===== config.mk =====
export PLATFORM = sky130hd
export DESIGN_NAME = utf8_line_validator_top
export DESIGN_NICKNAME = d
export VERILOG_FILES = /design/src/hdl/ulv_pkg.sv /design/src/hdl/utf8_line_validator_top.sv /design/src/hdl/ulv_front.sv /design/src/hdl/ulv_queue.sv /design/src/hdl/ulv_back.sv
export VERILOG_INCLUDE_DIRS = /design/src /design/src/hdl
export SDC_FILE = /design/constraint.sdc
export NUM_CORES = 1
export LEC_CHECK = 0
export ABC_AREA = 1
export BUFFER_PORTS_ARGS = -buffer_cell sky130_fd_sc_hd__clkbuf_2
export CORE_ASPECT_RATIO = 0.5
export CORE_UTILIZATION = 56
export DETAILED_ROUTE_END_ITERATION = 10
export PLACE_DENSITY = 0.85
export SYNTH_ARGS = -nofsm -noshare
export SYNTH_HDL_FRONTEND = slang
export SYNTH_SLANG_ARGS = --single-unit

===== constraint.sdc =====
create_clock -name clk -period 3.5 [get_ports clk]
set_input_delay 0.525 -clock clk [delete_from_list [all_inputs] [get_ports clk]]
set_output_delay 0.525 -clock clk [all_outputs]
set_load 0.005 [all_outputs]

===== src/hdl/utf8_line_validator_top_macros.svh =====
// Assertion macros shared by the UTF-8 line validator modules.
`ifndef UTF8_LINE_VALIDATOR_TOP_MACROS_SVH
`define UTF8_LINE_VALIDATOR_TOP_MACROS_SVH
`ifndef SYNTHESIS
`define ULV_ASSERT_IMPL(lbl, clk, rst, ante, cons) \
  lbl: assert property (@(posedge clk) disable iff (rst) (ante) |-> (cons)) \
    else $error("utf8 line validator: check failed");
`define ULV_ASSERT_NEXT(lbl, clk, rst, ante, cons) \
  lbl: assert property (@(posedge clk) disable iff (rst) (ante) |=> (cons)) \
    else $error("utf8 line validator: check failed");
`else
`define ULV_ASSERT_IMPL(lbl, clk, rst, ante, cons)
`define ULV_ASSERT_NEXT(lbl, clk, rst, ante, cons)
`endif
`endif


===== src/hdl/ulv_pkg.sv =====
// Types and constants shared by the UTF-8 line validator modules.
`timescale 1ns / 1ps
package ulv_pkg;

  typedef struct packed {
    logic [7:0] line_byte;
    logic       final_byte;
  } ulv_in_t;

  typedef struct packed {
    logic [4:0]  status;
    logic [15:0] offset;
    logic [15:0] code_points;
  } ulv_out_t;

  typedef enum logic [2:0] {
    KIND_ASCII,
    KIND_TAB,
    KIND_CONT,
    KIND_HIGH_FE,
    KIND_LEAD
  } ulv_kind_t;

  // A classified byte as it travels from the front end to the back end.
  typedef struct packed {
    logic [7:0] data;
    logic       final_flag;
    ulv_kind_t  kind;
    logic [2:0] extra;
  } ulv_cls_t;

  typedef struct packed {
    logic full;
    logic not_empty;
  } ulv_qstat_t;

  localparam int unsigned MaxLineBytes = 65535;
  localparam int unsigned QueueDepth   = 4;

  // Report status codes. The missing-byte codes are StMissBase plus the count
  // of missing bytes, the bad-byte codes StBadBase plus the continuation slot,
  // and the overlong codes StOverBase plus the continuation count.
  localparam logic [4:0] StEnd       = 5'd0;
  localparam logic [4:0] StTab       = 5'd1;
  localparam logic [4:0] StMissBase  = 5'd1;
  localparam logic [4:0] StBadBase   = 5'd6;
  localparam logic [4:0] StFive      = 5'd12;
  localparam logic [4:0] StSix       = 5'd13;
  localparam logic [4:0] StRange     = 5'd14;
  localparam logic [4:0] StSurrogate = 5'd15;
  localparam logic [4:0] StOverBase  = 5'd15;
  localparam logic [4:0] StOver2     = 5'd16;
  localparam logic [4:0] StOver3     = 5'd17;
  localparam logic [4:0] StOver4     = 5'd18;
  localparam logic [4:0] StOver5     = 5'd19;
  localparam logic [4:0] StOver6     = 5'd20;
  localparam logic [4:0] StStray     = 5'd21;
  localparam logic [4:0] StHighFe    = 5'd22;

endpackage


===== src/hdl/utf8_line_validator_top.sv =====
// Top level of the UTF-8 line validator.
`timescale 1ns / 1ps
// Usage:
// The block takes a text line one byte per request on the input channel
// (in_valid, in_stall, in_item). The request carries line_byte and final_byte,
// which marks the last byte of the line. For each line exactly one request is
// sent on the output channel (out_valid, out_stall, out_item): a status, an
// offset and the count of complete valid code points before the stop.
// The line stops at the first tab, the first UTF-8 error, or its final byte;
// bytes after a stop, up to the final byte, give no further request.
// Throughput is one byte per cycle while the receiver does not stall; the back
// end updates its line state as it pops each byte. A byte accepted into the
// queue is decoded when it reaches the queue head, and its result request is
// registered in the result register before it is presented on the output.
// A short queue (QUEUE_DEPTH entries) sits between the classifying front end
// and the decoding back end. When the receiver stalls, the result register
// holds its request, the back end stops draining the queue, and in_stall rises
// once the queue is full; no byte or result is lost.
// Reset (rst, synchronous, active high) empties the queue, drops any pending
// result and returns the line state to the start of a new line.
// Offsets and counts saturate at MAX_LINE_BYTES or 65535, whichever is less.
module utf8_line_validator_top #(
  parameter int unsigned MAX_LINE_BYTES = ulv_pkg::MaxLineBytes,
  parameter int unsigned QUEUE_DEPTH    = ulv_pkg::QueueDepth
) (
  input  logic              clk,
  input  logic              rst,
  input  logic              in_valid,
  output logic              in_stall,
  input  ulv_pkg::ulv_in_t  in_item,
  output logic              out_valid,
  input  logic              out_stall,
  output ulv_pkg::ulv_out_t out_item
);
  import ulv_pkg::*;

  ulv_cls_t   push_item;
  ulv_cls_t   head;
  ulv_qstat_t qstat;
  logic       push;
  logic       pop;

  // The front end classifies each byte and pushes it into the queue.
  ulv_front u_front (
    .in_valid  (in_valid),
    .in_stall  (in_stall),
    .in_item   (in_item),
    .qstat     (qstat),
    .push      (push),
    .push_item (push_item)
  );

  ulv_queue #(
    .DEPTH (QUEUE_DEPTH)
  ) u_queue (
    .clk       (clk),
    .rst       (rst),
    .push      (push),
    .push_item (push_item),
    .pop       (pop),
    .head      (head),
    .qstat     (qstat)
  );

  // The back end pops one byte per cycle whenever its result register is free.
  ulv_back #(
    .MAX_LINE_BYTES (MAX_LINE_BYTES)
  ) u_back (
    .clk       (clk),
    .rst       (rst),
    .head      (head),
    .q_valid   (qstat.not_empty),
    .pop       (pop),
    .out_valid (out_valid),
    .out_stall (out_stall),
    .out_item  (out_item)
  );

endmodule


===== src/hdl/ulv_front.sv =====
// Front end: takes bytes and classifies them for the back end.
`timescale 1ns / 1ps
module ulv_front (
  input  logic              in_valid,
  output logic              in_stall,
  input  ulv_pkg::ulv_in_t  in_item,
  input  ulv_pkg::ulv_qstat_t qstat,
  output logic              push,
  output ulv_pkg::ulv_cls_t push_item
);
  import ulv_pkg::*;

  localparam logic [7:0] ByteTab  = 8'h09;
  localparam logic [7:0] ByteC0   = 8'hc0;
  localparam logic [7:0] ByteE0   = 8'he0;
  localparam logic [7:0] ByteF0   = 8'hf0;
  localparam logic [7:0] ByteF8   = 8'hf8;
  localparam logic [7:0] ByteFc   = 8'hfc;
  localparam logic [7:0] ByteFe   = 8'hfe;

  logic [7:0] b;

  assign b        = in_item.line_byte;
  assign in_stall = qstat.full;
  assign push     = in_valid && !qstat.full;

  always_comb begin
    push_item.data       = b;
    push_item.final_flag = in_item.final_byte;
    push_item.extra      = 3'd0;
    if (!b[7]) begin
      push_item.kind = (b == ByteTab) ? KIND_TAB : KIND_ASCII;
    end else if (b < ByteC0) begin
      push_item.kind = KIND_CONT;
    end else if (b >= ByteFe) begin
      push_item.kind = KIND_HIGH_FE;
    end else begin
      push_item.kind = KIND_LEAD;
      if (b < ByteE0) begin
        push_item.extra = 3'd1;
      end else if (b < ByteF0) begin
        push_item.extra = 3'd2;
      end else if (b < ByteF8) begin
        push_item.extra = 3'd3;
      end else if (b < ByteFc) begin
        push_item.extra = 3'd4;
      end else begin
        push_item.extra = 3'd5;
      end
    end
  end

endmodule


===== src/hdl/ulv_queue.sv =====
// Short queue of classified bytes between the front and back ends.
`timescale 1ns / 1ps
`include "utf8_line_validator_top_macros.svh"
module ulv_queue #(
  parameter int unsigned DEPTH = ulv_pkg::QueueDepth
) (
  input  logic                clk,
  input  logic                rst,
  input  logic                push,
  input  ulv_pkg::ulv_cls_t   push_item,
  input  logic                pop,
  output ulv_pkg::ulv_cls_t   head,
  output ulv_pkg::ulv_qstat_t qstat
);
  import ulv_pkg::*;

  localparam int unsigned PtrW = (DEPTH > 1) ? $clog2(DEPTH) : 1;
  localparam int unsigned CntW = $clog2(DEPTH + 1);
  localparam logic [PtrW-1:0] LastPtr = PtrW'(DEPTH - 1);
  localparam logic [CntW-1:0] FullCnt = CntW'(DEPTH);

  ulv_cls_t        slots [DEPTH];
  logic [PtrW-1:0] wr_ptr;
  logic [PtrW-1:0] rd_ptr;
  logic [CntW-1:0] count;

  assign head            = slots[rd_ptr];
  assign qstat.full      = (count == FullCnt);
  assign qstat.not_empty = (count != '0);

  always_ff @(posedge clk) begin
    if (push) begin
      slots[wr_ptr] <= push_item;
    end
  end

  always_ff @(posedge clk) begin
    if (rst) begin
      wr_ptr <= '0;
      rd_ptr <= '0;
      count  <= '0;
    end else begin
      if (push) begin
        wr_ptr <= (wr_ptr == LastPtr) ? '0 : wr_ptr + PtrW'(1);
      end
      if (pop) begin
        rd_ptr <= (rd_ptr == LastPtr) ? '0 : rd_ptr + PtrW'(1);
      end
      case ({push, pop})
        2'b10:   count <= count + CntW'(1);
        2'b01:   count <= count - CntW'(1);
        default: count <= count;
      endcase
    end
  end

  `ULV_ASSERT_IMPL(a_no_overflow, clk, rst, push, count != FullCnt || pop)
  `ULV_ASSERT_IMPL(a_no_underflow, clk, rst, pop, count != '0)
  `ULV_ASSERT_IMPL(a_count_bound, clk, rst, 1'b1, count <= FullCnt)

endmodule


===== src/hdl/ulv_back.sv =====
// Back end: runs the per-line decoding state and holds the result register.
`timescale 1ns / 1ps
`include "utf8_line_validator_top_macros.svh"
module ulv_back #(
  parameter int unsigned MAX_LINE_BYTES = ulv_pkg::MaxLineBytes
) (
  input  logic               clk,
  input  logic               rst,
  input  ulv_pkg::ulv_cls_t  head,
  input  logic               q_valid,
  output logic               pop,
  output logic               out_valid,
  input  logic               out_stall,
  output ulv_pkg::ulv_out_t  out_item
);
  import ulv_pkg::*;

  localparam logic [15:0] SatLimit =
    (MAX_LINE_BYTES > 65535) ? 16'hffff : 16'(MAX_LINE_BYTES);

  localparam logic [7:0] Mask3e = 8'h3e;
  localparam logic [7:0] LeadE0 = 8'he0;
  localparam logic [7:0] LeadEd = 8'hed;
  localparam logic [7:0] LeadF0 = 8'hf0;
  localparam logic [7:0] LeadF4 = 8'hf4;
  localparam logic [7:0] LeadF8 = 8'hf8;
  localparam logic [7:0] LeadFc = 8'hfc;
  localparam logic [7:0] SecA0  = 8'ha0;
  localparam logic [7:0] Sec8f  = 8'h8f;
  localparam logic [7:0] Mask20 = 8'h20;
  localparam logic [7:0] Mask30 = 8'h30;
  localparam logic [7:0] Mask38 = 8'h38;
  localparam logic [7:0] Mask3c = 8'h3c;

  function automatic logic [15:0] sat_inc(input logic [15:0] v);
    return (v >= SatLimit) ? SatLimit : v + 16'd1;
  endfunction

  // Range, overlong, surrogate and five/six-byte rules on a character with good continuations.
  function automatic logic [4:0] char_check(input logic [7:0] c, input logic [7:0] d,
                                            input logic [2:0] ab);
    logic [4:0] code;
    code = StEnd;
    unique case (ab)
      3'd1: begin
        if ((c & Mask3e) == 8'd0) code = StOver2;
      end
      3'd2: begin
        if (c == LeadE0 && (d & Mask20) == 8'd0) code = StOver3;
        else if (c == LeadEd && d >= SecA0) code = StSurrogate;
      end
      3'd3: begin
        if (c == LeadF0 && (d & Mask30) == 8'd0) code = StOver4;
        else if (c > LeadF4 || (c == LeadF4 && d > Sec8f)) code = StRange;
      end
      3'd4: begin
        code = (c == LeadF8 && (d & Mask38) == 8'd0) ? StOver5 : StFive;
      end
      default: begin
        code = (c == LeadFc && (d & Mask3c) == 8'd0) ? StOver6 : StSix;
      end
    endcase
    return code;
  endfunction

  logic [15:0] byte_position, byte_position_next;
  logic [15:0] point_count, point_count_next;
  logic [7:0]  lead_value, lead_value_next;
  logic [7:0]  second_value, second_value_next;
  logic [2:0]  extra_needed, extra_needed_next;
  logic [2:0]  extra_seen, extra_seen_next;
  logic [15:0] char_start, char_start_next;
  logic [4:0]  pending_error, pending_error_next;
  logic        error_held, error_held_next;
  logic        line_done, line_done_next;

  logic        report;
  logic        clear_all;
  logic [2:0]  seen_new;
  logic [4:0]  code;
  logic [15:0] pos_inc;
  ulv_out_t    rsp;

  assign pop = q_valid && (!out_valid || !out_stall);

  always_comb begin
    byte_position_next = byte_position;
    point_count_next   = point_count;
    lead_value_next    = lead_value;
    second_value_next  = second_value;
    extra_needed_next  = extra_needed;
    extra_seen_next    = extra_seen;
    char_start_next    = char_start;
    pending_error_next = pending_error;
    error_held_next    = error_held;
    line_done_next     = line_done;
    report             = 1'b0;
    clear_all          = 1'b0;
    seen_new           = extra_seen + 3'd1;
    code               = StEnd;
    pos_inc            = sat_inc(byte_position);
    rsp.status         = StEnd;
    rsp.offset         = byte_position;

    if (line_done) begin
      clear_all = head.final_flag;
    end else begin
      if (extra_needed == 3'd0) begin
        unique case (head.kind)
          KIND_ASCII: point_count_next = sat_inc(point_count);
          KIND_TAB: begin
            report     = 1'b1;
            rsp.status = StTab;
          end
          KIND_CONT: begin
            report     = 1'b1;
            rsp.status = StStray;
          end
          KIND_HIGH_FE: begin
            report     = 1'b1;
            rsp.status = StHighFe;
          end
          default: begin
            lead_value_next    = head.data;
            second_value_next  = 8'd0;
            char_start_next    = byte_position;
            extra_needed_next  = head.extra;
            extra_seen_next    = 3'd0;
            pending_error_next = StEnd;
            error_held_next    = 1'b0;
            if (head.final_flag) begin
              report     = 1'b1;
              rsp.status = StMissBase + {2'b00, head.extra};
            end
          end
        endcase
      end else begin
        // Inside a character every byte fills a slot, whatever it is.
        extra_seen_next = seen_new;
        if (head.kind != KIND_CONT && !error_held) begin
          pending_error_next = StBadBase + {2'b00, seen_new};
          error_held_next    = 1'b1;
        end
        if (seen_new == 3'd1) begin
          second_value_next = head.data;
        end
        if (seen_new >= extra_needed) begin
          code = error_held_next ? pending_error_next
                                 : char_check(lead_value, second_value_next, extra_needed);
          extra_needed_next = 3'd0;
          if (code != StEnd) begin
            report     = 1'b1;
            rsp.status = code;
            rsp.offset = char_start;
          end else begin
            point_count_next = sat_inc(point_count);
          end
        end else if (head.final_flag) begin
          report     = 1'b1;
          rsp.status = StMissBase + {2'b00, extra_needed - seen_new};
          rsp.offset = char_start;
        end
      end

      byte_position_next = pos_inc;

      if (!report && head.final_flag) begin
        report     = 1'b1;
        rsp.status = StEnd;
        rsp.offset = pos_inc;
      end
      if (report) begin
        if (head.final_flag) clear_all = 1'b1;
        else line_done_next = 1'b1;
      end
    end

    rsp.code_points = point_count_next;
  end

  always_ff @(posedge clk) begin
    if (rst || (pop && clear_all)) begin
      byte_position <= '0;
      point_count   <= '0;
      lead_value    <= '0;
      second_value  <= '0;
      extra_needed  <= '0;
      extra_seen    <= '0;
      char_start    <= '0;
      pending_error <= '0;
      error_held    <= 1'b0;
      line_done     <= 1'b0;
    end else if (pop) begin
      byte_position <= byte_position_next;
      point_count   <= point_count_next;
      lead_value    <= lead_value_next;
      second_value  <= second_value_next;
      extra_needed  <= extra_needed_next;
      extra_seen    <= extra_seen_next;
      char_start    <= char_start_next;
      pending_error <= pending_error_next;
      error_held    <= error_held_next;
      line_done     <= line_done_next;
    end
  end

  always_ff @(posedge clk) begin
    if (rst) begin
      out_valid <= 1'b0;
    end else if (pop && report) begin
      out_valid <= 1'b1;
    end else if (!out_stall) begin
      out_valid <= 1'b0;
    end
  end

  always_ff @(posedge clk) begin
    if (pop && report) begin
      out_item <= rsp;
    end
  end

  `ULV_ASSERT_IMPL(a_seen_bound, clk, rst, extra_needed != 3'd0, extra_seen < extra_needed)
  `ULV_ASSERT_IMPL(a_pending_code, clk, rst, error_held, (pending_error > StBadBase) && (pending_error < StFive))
  `ULV_ASSERT_IMPL(a_done_closed, clk, rst, line_done, extra_needed == 3'd0)
  `ULV_ASSERT_NEXT(a_report_shown, clk, rst, pop && report, out_valid)

endmodule

======== Yosys cells after proc, flatten, opt, wreduce, memory -nomap -nowiden ========
Memory sizes are Yosys's and may differ from the RTL's. A register that Yosys moved wholly into a read port is not among the register bits.
Cells that the tools add are included.
storage, ports and cells
  memories kept ........................... 1
  output and inout port bits .............. 39
  logic and storage cells ................. 186
  bits in registers ....................... 122
  RAM bits ................................ 60
operators by class
  eq/ne operators ......................... 23
  muxes and demuxes ....................... 82
  reduce and logical (&&, ||, !) cells .... 38
  $add $sub $neg .......................... 11
  $lt $le $gt $ge ......................... 12
  bitwise operators ....................... 2
memories
  memory         words  width  read ports  clocked after memory_dff  write ports  RTL line         text
  u_queue.slots  4      15     1           1                         1            ulv_queue.sv:22  ulv_cls_t slots [DEPTH];
operators by type and width
  kind                                                             count
  16-bit 2-to-1 mux                                                10
  5-bit 2-to-1 mux                                                 16
  21-bit 2-to-1 mux                                                3
  8-bit == test, second input constant                             6
  3-bit 2-to-1 mux                                                 14
  8-bit logical NOT                                                5
  8-bit less-than comparator, second input constant                5
  8-bit 2-to-1 mux                                                 5
  5-bit one-hot mux with 4 select lines                            2
  16-bit by 1-bit adder with 16-bit output, second input constant  2
  16-bit greater-or-equal comparator, second input constant        2
  1-bit 2-to-1 mux                                                 24
  8-bit greater-or-equal comparator, second input constant         2
  8-bit > comparator, second input constant                        2
  3-bit by 2-bit == test with 1-bit output, second input constant  4
  1-bit logical AND                                                12
  3-bit by 1-bit == test with 1-bit output, second input constant  3
  1-bit by 3-bit adder with 4-bit output, first input constant     2
  8-bit by 4-bit == test with 1-bit output, second input constant  1
  2-bit 2-to-1 mux                                                 4
  4-bit 2-to-1 mux                                                 2
  4-bit AND reduction                                              2
  3-bit by 1-bit adder with 3-bit output, second input constant    2
  2-bit == test, second input constant                             3
  other kinds (24)                                                 35

======== Longest topological paths before layout ========
Gate-level depths: netlist of run 1.
  depth after elaboration ................. 28
  gate-level depth with buffers ........... 25

======== Hierarchy ========
A second synthesis of run 1 with hierarchy kept.
second synthesis, totals
  cells, all modules ...................... 1381
  area, all modules ....................... 10433.8 um^2
modules (own cells, without submodules)
  module     area an instance (um^2)  times used  cells each
  ulv_back   7404.6                   1           1134
  ulv_queue  2811.4                   1           206
  ulv_front  217.7                    1           41

======== Least setup slack after synthesis of run 1 ========
No wires, ideal clock.
  kind .................................... reg2reg
  start point ............................. register u_back.extra_seen[0]
  end point ............................... register u_back.out_item[0] (netlist name)
  cell stages (with the launch flop) ...... 16
  setup time .............................. 0.392 ns
  buffers on the path ..................... 1
  arrival ................................. 2.992 ns
  setup slack ............................. 0.117 ns
  path through ............................ dfxtp_1 ha_1 inv_1 nand2_1 nand2_1 inv_1 ha_1 nand2_1 o21ai_0 nand2_4 nand2_2 nand2_4 buf_4 nand2_1 nand2_1 inv_1
between the ends
  word-level cells in the longest chain between the ends .. 26
  elaborated cells on any way between the ends .. 45
  classes of those cells .................. add/sub (2); order compare (3); eq/ne (1); mux (24); reduce/logical (15)
RTL lines
  element                                     RTL line         text
  start: declaration                          ulv_back.sv:71   logic [2:0] extra_seen, extra_seen_next;
  start signal: assignment                    ulv_back.sv:199  extra_seen <= extra_seen_next;
  3-bit by 1-bit adder with 3-bit output (*)  ulv_back.sv:99   seen_new = extra_seen + 3'd1;
  3-bit by 1-bit == test with 1-bit output    ulv_back.sv:144  if (seen_new == 3'd1) begin
  8-bit 2-to-1 mux                            ulv_back.sv:144
  8-bit 2-to-1 mux                            ulv_back.sv:108  if (extra_needed == 3'd0) begin
  8-bit 2-to-1 mux                            ulv_back.sv:105  if (line_done) begin
  8-bit > comparator                          ulv_back.sv:54   else if (c > LeadF4 || (c == LeadF4 && d > Sec8f)) code = StRange;
  1-bit logical AND                           ulv_back.sv:54
  1-bit logical OR                            ulv_back.sv:54
  [9 not listed]                              n/a
  1-bit 2-to-1 mux (*)                        ulv_back.sv:147  if (seen_new >= extra_needed) begin
  1-bit 2-to-1 mux (*)                        ulv_back.sv:108
  1-bit 2-to-1 mux (*)                        ulv_back.sv:105
  1-bit logical NOT                           ulv_back.sv:167  if (!report && head.final_flag) begin
  1-bit logical AND                           ulv_back.sv:167
  1-bit 2-to-1 mux (*)                        ulv_back.sv:167
  1-bit 2-to-1 mux (*) (2 in a row)           ulv_back.sv:105
  1-bit logical AND (*)                       ulv_back.sv:218  if (pop && report) begin
Mark *: on every way between the ends. The rest lies on a longest branch, timed or not. The select of a mux whose other input is x is not followed.
A chain may end at the register's enable or synchronous reset.

==> impl_metrics.toml, run 1 <==
[status]
outcome = "finished, final reports clean"

[yosys]
synth.distinct_cells = 44
netlist_area_um2 = 9932
ys_ff_latch = 182
synth_edf_count = 97
synth_flop_cell = "edfxtp_1"
syn_area_per_cell_um2 = 7.547
async_flop_share_pct = 0
syn_nets = 1347
syn_inst = 1316
seq_area_frac_synth_pct = 46.46
yosysWarnings = 0

[layout]
layout.nets = 1375
n_antenna_cell = 0
drive_above_1_share_pct = 10.32
area_growth_syn_to_layout_pct = 10.52
multiInputGateArea_um2 = 4531
nFillCells = 1369
seq_area_um2 = 4614
final_cell_mix = "nand2_1 (364), inv_1 (122), nor2_1 (121), a21oi_1 (105), edfxtp_1 (97)"
final_common_cell = "nand2_1"

[floorplanning]
core_um2 = 16850
die_w_um = 190.3
die_h_um = 96.17
die_area_um2 = 18310
initial_utilization_pct = 58.96
ioPinCount = 52
rows = 33

[power]
p_per_area_nw_per_um2 = 1105
p_leak_nw = 4.757
seqPwrFrac_pct = 30.3
power_frac_comb_pct = 54.0
swShare_pct = 48.90
power.switching_mw = 5.929
max-vdd-ir-drop_v = 0.0007413
total_power_mw = 12.13
clkPwrFrac_pct = 15.7
internal-power_mw = 6.196

[hold_path]
holdPathStages = 1
worstHoldStart = "in_item[6]"
hp-class = "primary input to flop"
holdPathEnd = "u_queue.slots[3][12]"

[clock_network]
cts.root.buffer_cell = "clkbuf_16"
worstSkewPairLatency_ns = 0.44
cts_tree = "built"
postCtsSetupBuffers = 0
htree_levels = 4
numCtsBuffers = 17
clk_pin_slew_worst_paths_ns = 0.08
cts_sinks = 182
clockBufferDepth = 2

[detailed_routing]
wl_um = 24820
drc = 0
ant_nets = 0
avgRoutedWirePerCell_um = 15.67
first_pass_iters = 5
vias = 9041
vias_per_cell = 5.708
drt_iter0_drc = 903

[setup_path]
setup.worst_path.class = "flop to flop"
reg2reg_slack_ns = 0.24
rr_endpoint = "u_back.out_item[29]"
cp.required_ns = 3.68
setup.worst_path.end_class = "flop"
arrival_ns = 3.44
worstSetupStartpointType = "flop"
worstPathMaxFanout = 29
cp_slowest_stage_delay_ns = 0.38
slowest_stage = "dfxtp_1"
reg2regPathDepth = 23
cp_cell_sequence = "buf_4, nand2_1, nand3_1, nand2_1, nand2_1, nand2_2, nand2_2, nor2_2, nand3_1, nand3_1, a21oi_1, inv_1, nor2_1, nand3_2, nand2_4, buf_4, nand2_1, nand2_1, nand2_1, nand2_1, nand2_1, nand2_1, nand2_1"
cpMostUsedCell = "nand2_1"

[sta]
period_share_pct = 93.26
maxSlewViolCount = 0
fin_crit_ns = 3.264
relSlewSlack_pct = 32.91
finClkSkew_ns = 0.01211
max_freq_mhz = 306.4
hold_viol_final = 0
finalSetupViolCount = 0
worst_pin_slew_ns = 1.005
setup_tns_ns = 0
rsz0062_at_grt = "no"

[global_route]
grt_max_degree = 42
grt.total_usage_pct = 27.89
antenna_found_initial = 0
grt_pass1_wl_um = 40060
grt-ovfl-total = 0
grt_pass1_vias = 8421

[flow_run]
maxCapViolCount = 0

[placed_design]
gp_congestion = 0.8947
io_buffers = 51
dpl.hpwl_um = 16220
==> cells by family (layout without fill, tap and decap cells) <==
kind of cell | after synthesis | in the layout | share of synthesized area, %
compound gates | 273 | 273 | 15.37
buf+inv | 201 | 242 | 8.012
flops | 182 | 182 | 46.46
xor+xnor | 12 | 12 | 1.058
fa+ha+maj | 18 | 18 | 2.419
simple gates | 630 | 630 | 26.68
==> final cells by class <==
cell class / instances / area share (%)
Sequential cell: 182 / 42.04
Inverter: 132 / 4.537
Tap cell: 227 / 2.587
Clock inverter: 14 / 1.140
Clock buffer: 18 / 4.103
Timing Repair Buffer: 78 / 4.320
Multi-Input combinational cell: 933 / 41.27
==> per-stage QoR <==
step | hold slack, ns | cells | instance area, um^2 | util, % | setup slack (ns)
after floorplan | 0.4174 | 1316 | 9932 | - | 0.1168
after global placement | 0.4319 | 1552 | 10400 | 61.71 | 0.3388
after detailed placement | 0.4403 | 1552 | 10400 | 61.71 | 0.1806
after CTS | 0.3175 | 1584 | 10970 | 65.12 | 0.1463
after global routing | 0.3169 | 1584 | 10980 | 65.16 | 0.01512
final | 0.3294 | 1584 | 10980 | 65.16 | 0.2358
==> power by group through the flow <==
stage | Sequential [mW] | Combinational (mW) | Clock [mW]
global placement | 3.68 | 6.15 | 0
CTS | 3.66 | 6.40 | 1.91
global route | 3.75 | 7.26 | 2.00
floorplan | 3.54 | 4.70 | 0
detailed placement | 3.70 | 6.36 | 0
finish | 3.67 | 6.55 | 1.90
==> critical path, delay by kind of cell (launching register included) <==
family	cells	cell delay, ns
and+or+nand+nor	19	1.69
AOI/OAI and AO/OA	1	0.24
DFF	1	0.38
buffers and inverters	3	0.65
==> Yosys cell counts (all sizes together), types with 13 or more instances <==
cell	n	share of area [%]
nand2	374	15
inv	128	4.8
nor2	127	5.0
a21oi	107	5.4
edfxtp	97	29
o21ai	95	4.8
dfxtp	85	17
nand3	84	4.4
clkbuf	51	1.9
a31oi	24	1.5
nor3	19	0.96
buf	18	1.1
ha	16	2.0
nand3b	13	0.98
==> per-layer routing <==
metal / global-route usage (%) / part of all wire (%) / vias to the layer above
met5: 0 / 0 / -
met4: 12.40 / 2.1 / 0
met3: 4.265 / 7.3 / 49
met2: 47.76 / 47 / 370
met1: 35.45 / 43 / 4179
li1: - / - / 4443
==> worst max path at each step <==
stage | startpoint | end | slack (ns) | depth (start not counted)
floorplan | u_back.extra_seen[0] | u_back.out_item[0] | 0.12 | 15
global placement | u_back.extra_seen[0] | u_back.out_item[21] | 0.34 | 16
finish | flop | u_back.out_item[29] | 0.24 | 23
detailed placement | u_back.extra_seen[0] | u_back.out_item[26] | 0.18 | 18
CTS | u_back.extra_seen[0] | u_back.out_item[27] | 0.15 | 18
global route | flop | u_back.out_item[28] | 0.02 | 23
==> sequential cells by signal, indices dropped and copies added (netlist names), named ones only <==
register              cells
u_queue.count             3
u_back.error_held         1
u_back.extra_needed       3
u_back.second_value       6
u_queue.rd_ptr            2
u_back.char_start        16
u_back.point_count       16
u_back.out_valid          1
u_back.pending_error      5
u_back.lead_value         8
u_queue.slots            60
u_back.out_item          37
u_back.extra_seen         3
u_queue.wr_ptr            2
u_back.line_done          1
u_back.byte_position     16
==> repair_timing <==
action / in CTS / in global routing
hold buffers: 0 / 0
resized for setup: 0 / 4
endpoints found under the setup margin: 0 / 66
(Power assumes the default switching activity.)
==> run 2, diff against run 1 <==
--- a/config.mk
+++ b/config.mk
@@ -11,7 +11,7 @@
 export CORE_ASPECT_RATIO = 0.5
 export CORE_UTILIZATION = 56
 export DETAILED_ROUTE_END_ITERATION = 10
-export PLACE_DENSITY = 0.85
+export PLACE_DENSITY = 0.81
 export SYNTH_ARGS = -nofsm -noshare
 export SYNTH_HDL_FRONTEND = slang
 export SYNTH_SLANG_ARGS = --single-unit
==> run 2 against run 1 <==
Effect of this change: hold slack got worse by 0.0046 ns; non-clock buffer count rose by 1; core utilization grew 0.17 points; sequential cell count did not move; via count grew 0.64%; die area stayed put; clock skew hardly changed; design area up 0.26%; final cell count barely moved; routed wire length is 0.60% lower; worst setup slack gained 0.048 ns; sequential share of layout area decreased by 0.11 points.
==> impl_metrics.toml, run 2 (synthesized netlist as in run 1, its figures left out) <==
[sta]
period_share_pct = 91.88
finalSetupViolCount = 0
setup_tns_ns = 0
rsz0062_at_grt = "no"
worst_pin_slew_ns = 1.050
maxSlewViolCount = 0
relSlewSlack_pct = 29.92
finalWorstSetupSlack_ns = 0.2841
finClkSkew_ns = 0.01184
holdWs_ns = 0.3248
hold_viol_final = 0
fin_crit_ns = 3.216
max_freq_mhz = 311.0

[clock_network]
cts_hold_buffers = 0
numCtsBuffers = 17
postCtsSetupBuffers = 0
worstSkewPairLatency_ns = 0.44
cts_tree = "built"
clockBufferDepth = 2
cts_sinks = 182
cts.root.buffer_cell = "clkbuf_16"
ctsResizeCount = 0
clk_pin_slew_worst_paths_ns = 0.07
htree_levels = 4

[detailed_routing]
avgRoutedWirePerCell_um = 15.57
drt_iter0_drc = 919
wl_um = 24670
ant_nets = 0
vias = 9099
drc = 0
vias_per_cell = 5.741
first_pass_iters = 6

[layout]
multiInputGateArea_um2 = 4543
layout.nets = 1376
area_growth_syn_to_layout_pct = 10.81
drive_above_1_share_pct = 10.46
seq_area_um2 = 4614
nFillCells = 1436
largest_reg_flops = 60
largestRegisters = "u_queue.slots: 60 flops, u_back.out_item: 37 flops"
final_cell_mix = "nand2_1 (364), inv_1 (122), nor2_1 (121), a21oi_1 (104), edfxtp_1 (97)"
final_common_cell = "nand2_1"
top_register = "u_queue.slots"
n_antenna_cell = 0

[setup_path]
slowest_stage = "dfxtp_1"
cp_cell_sequence = "ha_1, inv_1, nand2_1, nand3_2, inv_2, nand2_1, nand2_1, nand2_2, nor2_2, nand2_1, nand2_1, nand3_1, nand2_1, nand2_1, nor2_2, nand3_2, nand2_8, nand2_2, nand2_4, nand2_4, nand2_1, nand2_1, nand2_1, nand2_1"
setup.worst_path.class = "flop to flop"
worstPathMaxFanout = 17
worstSetupStartpointType = "flop"
arrival_ns = 3.38
cp_slowest_stage_delay_ns = 0.39
cpMostUsedCell = "nand2_1"
cp.required_ns = 3.67
path_buf_inv = 2
rr_startpoint = "u_back.extra_seen[0]"
path_delay_family = "simple AND/OR/NAND/NOR gates"
setup.worst_path.end_class = "flop"
startpoint = "u_back.extra_seen[0]"

[global_route]
grt_max_degree = 42
antenna_found_initial = 0
grt_pass1_vias = 8304
grt.total_usage_pct = 27.80
grt-ovfl-total = 0
grt_pass1_wl_um = 40090

[floorplanning]
die_area_um2 = 18310
rows = 33
initial_utilization_pct = 58.96
die_w_um = 190.3
die_h_um = 96.17
core_um2 = 16850
ioPinCount = 52

[hold_path]
worstHoldStart = "in_item[6]"
hp-class = "primary input to flop"

[flow_run]
maxCapViolCount = 0

[placed_design]
io_buffers = 51
gp_congestion = 0.8940
dpl.hpwl_um = 16330
dp_slack_ns = 0.1310

[power]
max-vdd-ir-drop_v = 0.0006180
p_per_area_nw_per_um2 = 1103
p_leak_nw = 4.765

[status]
outcome = "finished, final reports clean"
[run 2: changes by cell type in the layout (fill, tap and decap cells not counted)]
| cell | before | now |
|---|---|---|
| a21oi_1 | 105 | 104 |
| a21oi_2 | 2 | 3 |
| buf_4 | 25 | 26 |
| bufinv_16 | 0 | 1 |
| clkbuf_16 | 18 | 17 |
| clkinv_2 | 1 | 0 |
| clkinv_4 | 0 | 4 |
| inv_6 | 5 | 2 |
| nand2_4 | 3 | 2 |
| nand2_8 | 0 | 1 |
[run 2: routing by layer]
layer,GRT usage [%],vias to the layer above,routed length [um]
met2,47.24,397,11560
met3,4.703,58,1710
met4,9.600,0,546
li1,-,4458,-
met5,0,-,0
met1,36.26,4186,10850
[run 2: layout make-up]
type / count / area share, %
Multi-Input combinational cell: 933 / 41.28
Sequential cell: 182 / 41.93
Clock buffer: 17 / 3.865
Tap cell: 227 / 2.581
Timing Repair Buffer: 79 / 4.377
Inverter: 132 / 4.525
Clock inverter: 15 / 1.444
[run 2: path summary, 6_finish.rpt]
kind         slack, ns                     end  cells after the start
max               0.28     u_back.out_item[23]                     24
min               0.32    u_queue.slots[1][12]                      1
max reg2reg       0.28     u_back.out_item[23]                     24
min reg2reg       0.47  u_back.second_value[2]                      2
[run 2: power by group]
| part | internal (mW) | switching, mW |
|---|---|---|
| Clock | 1.01 | 0.901 |
| Combinational | 2.05 | 4.52 |
| Sequential | 3.19 | 0.475 |
[run 2: stage by stage]
step	cell area, um^2	power, mW	cells	util (%)
final	11010	12.14	1585	65.33
after global routing	11010	13.07	1585	65.33
after CTS	10970	11.96	1585	65.14
after detailed placement	10390	10.02	1553	61.68
after global placement	10390	9.785	1553	61.68
after floorplan	9932	8.232	1316	-
[run 2: worst reg2reg max path: cells and delay by family (launching register included)]
family	cells	cell delay [ns]
simple gates	21	2.18
flops	1	0.39
fa+ha+maj	1	0.19
buf+inv	2	0.19
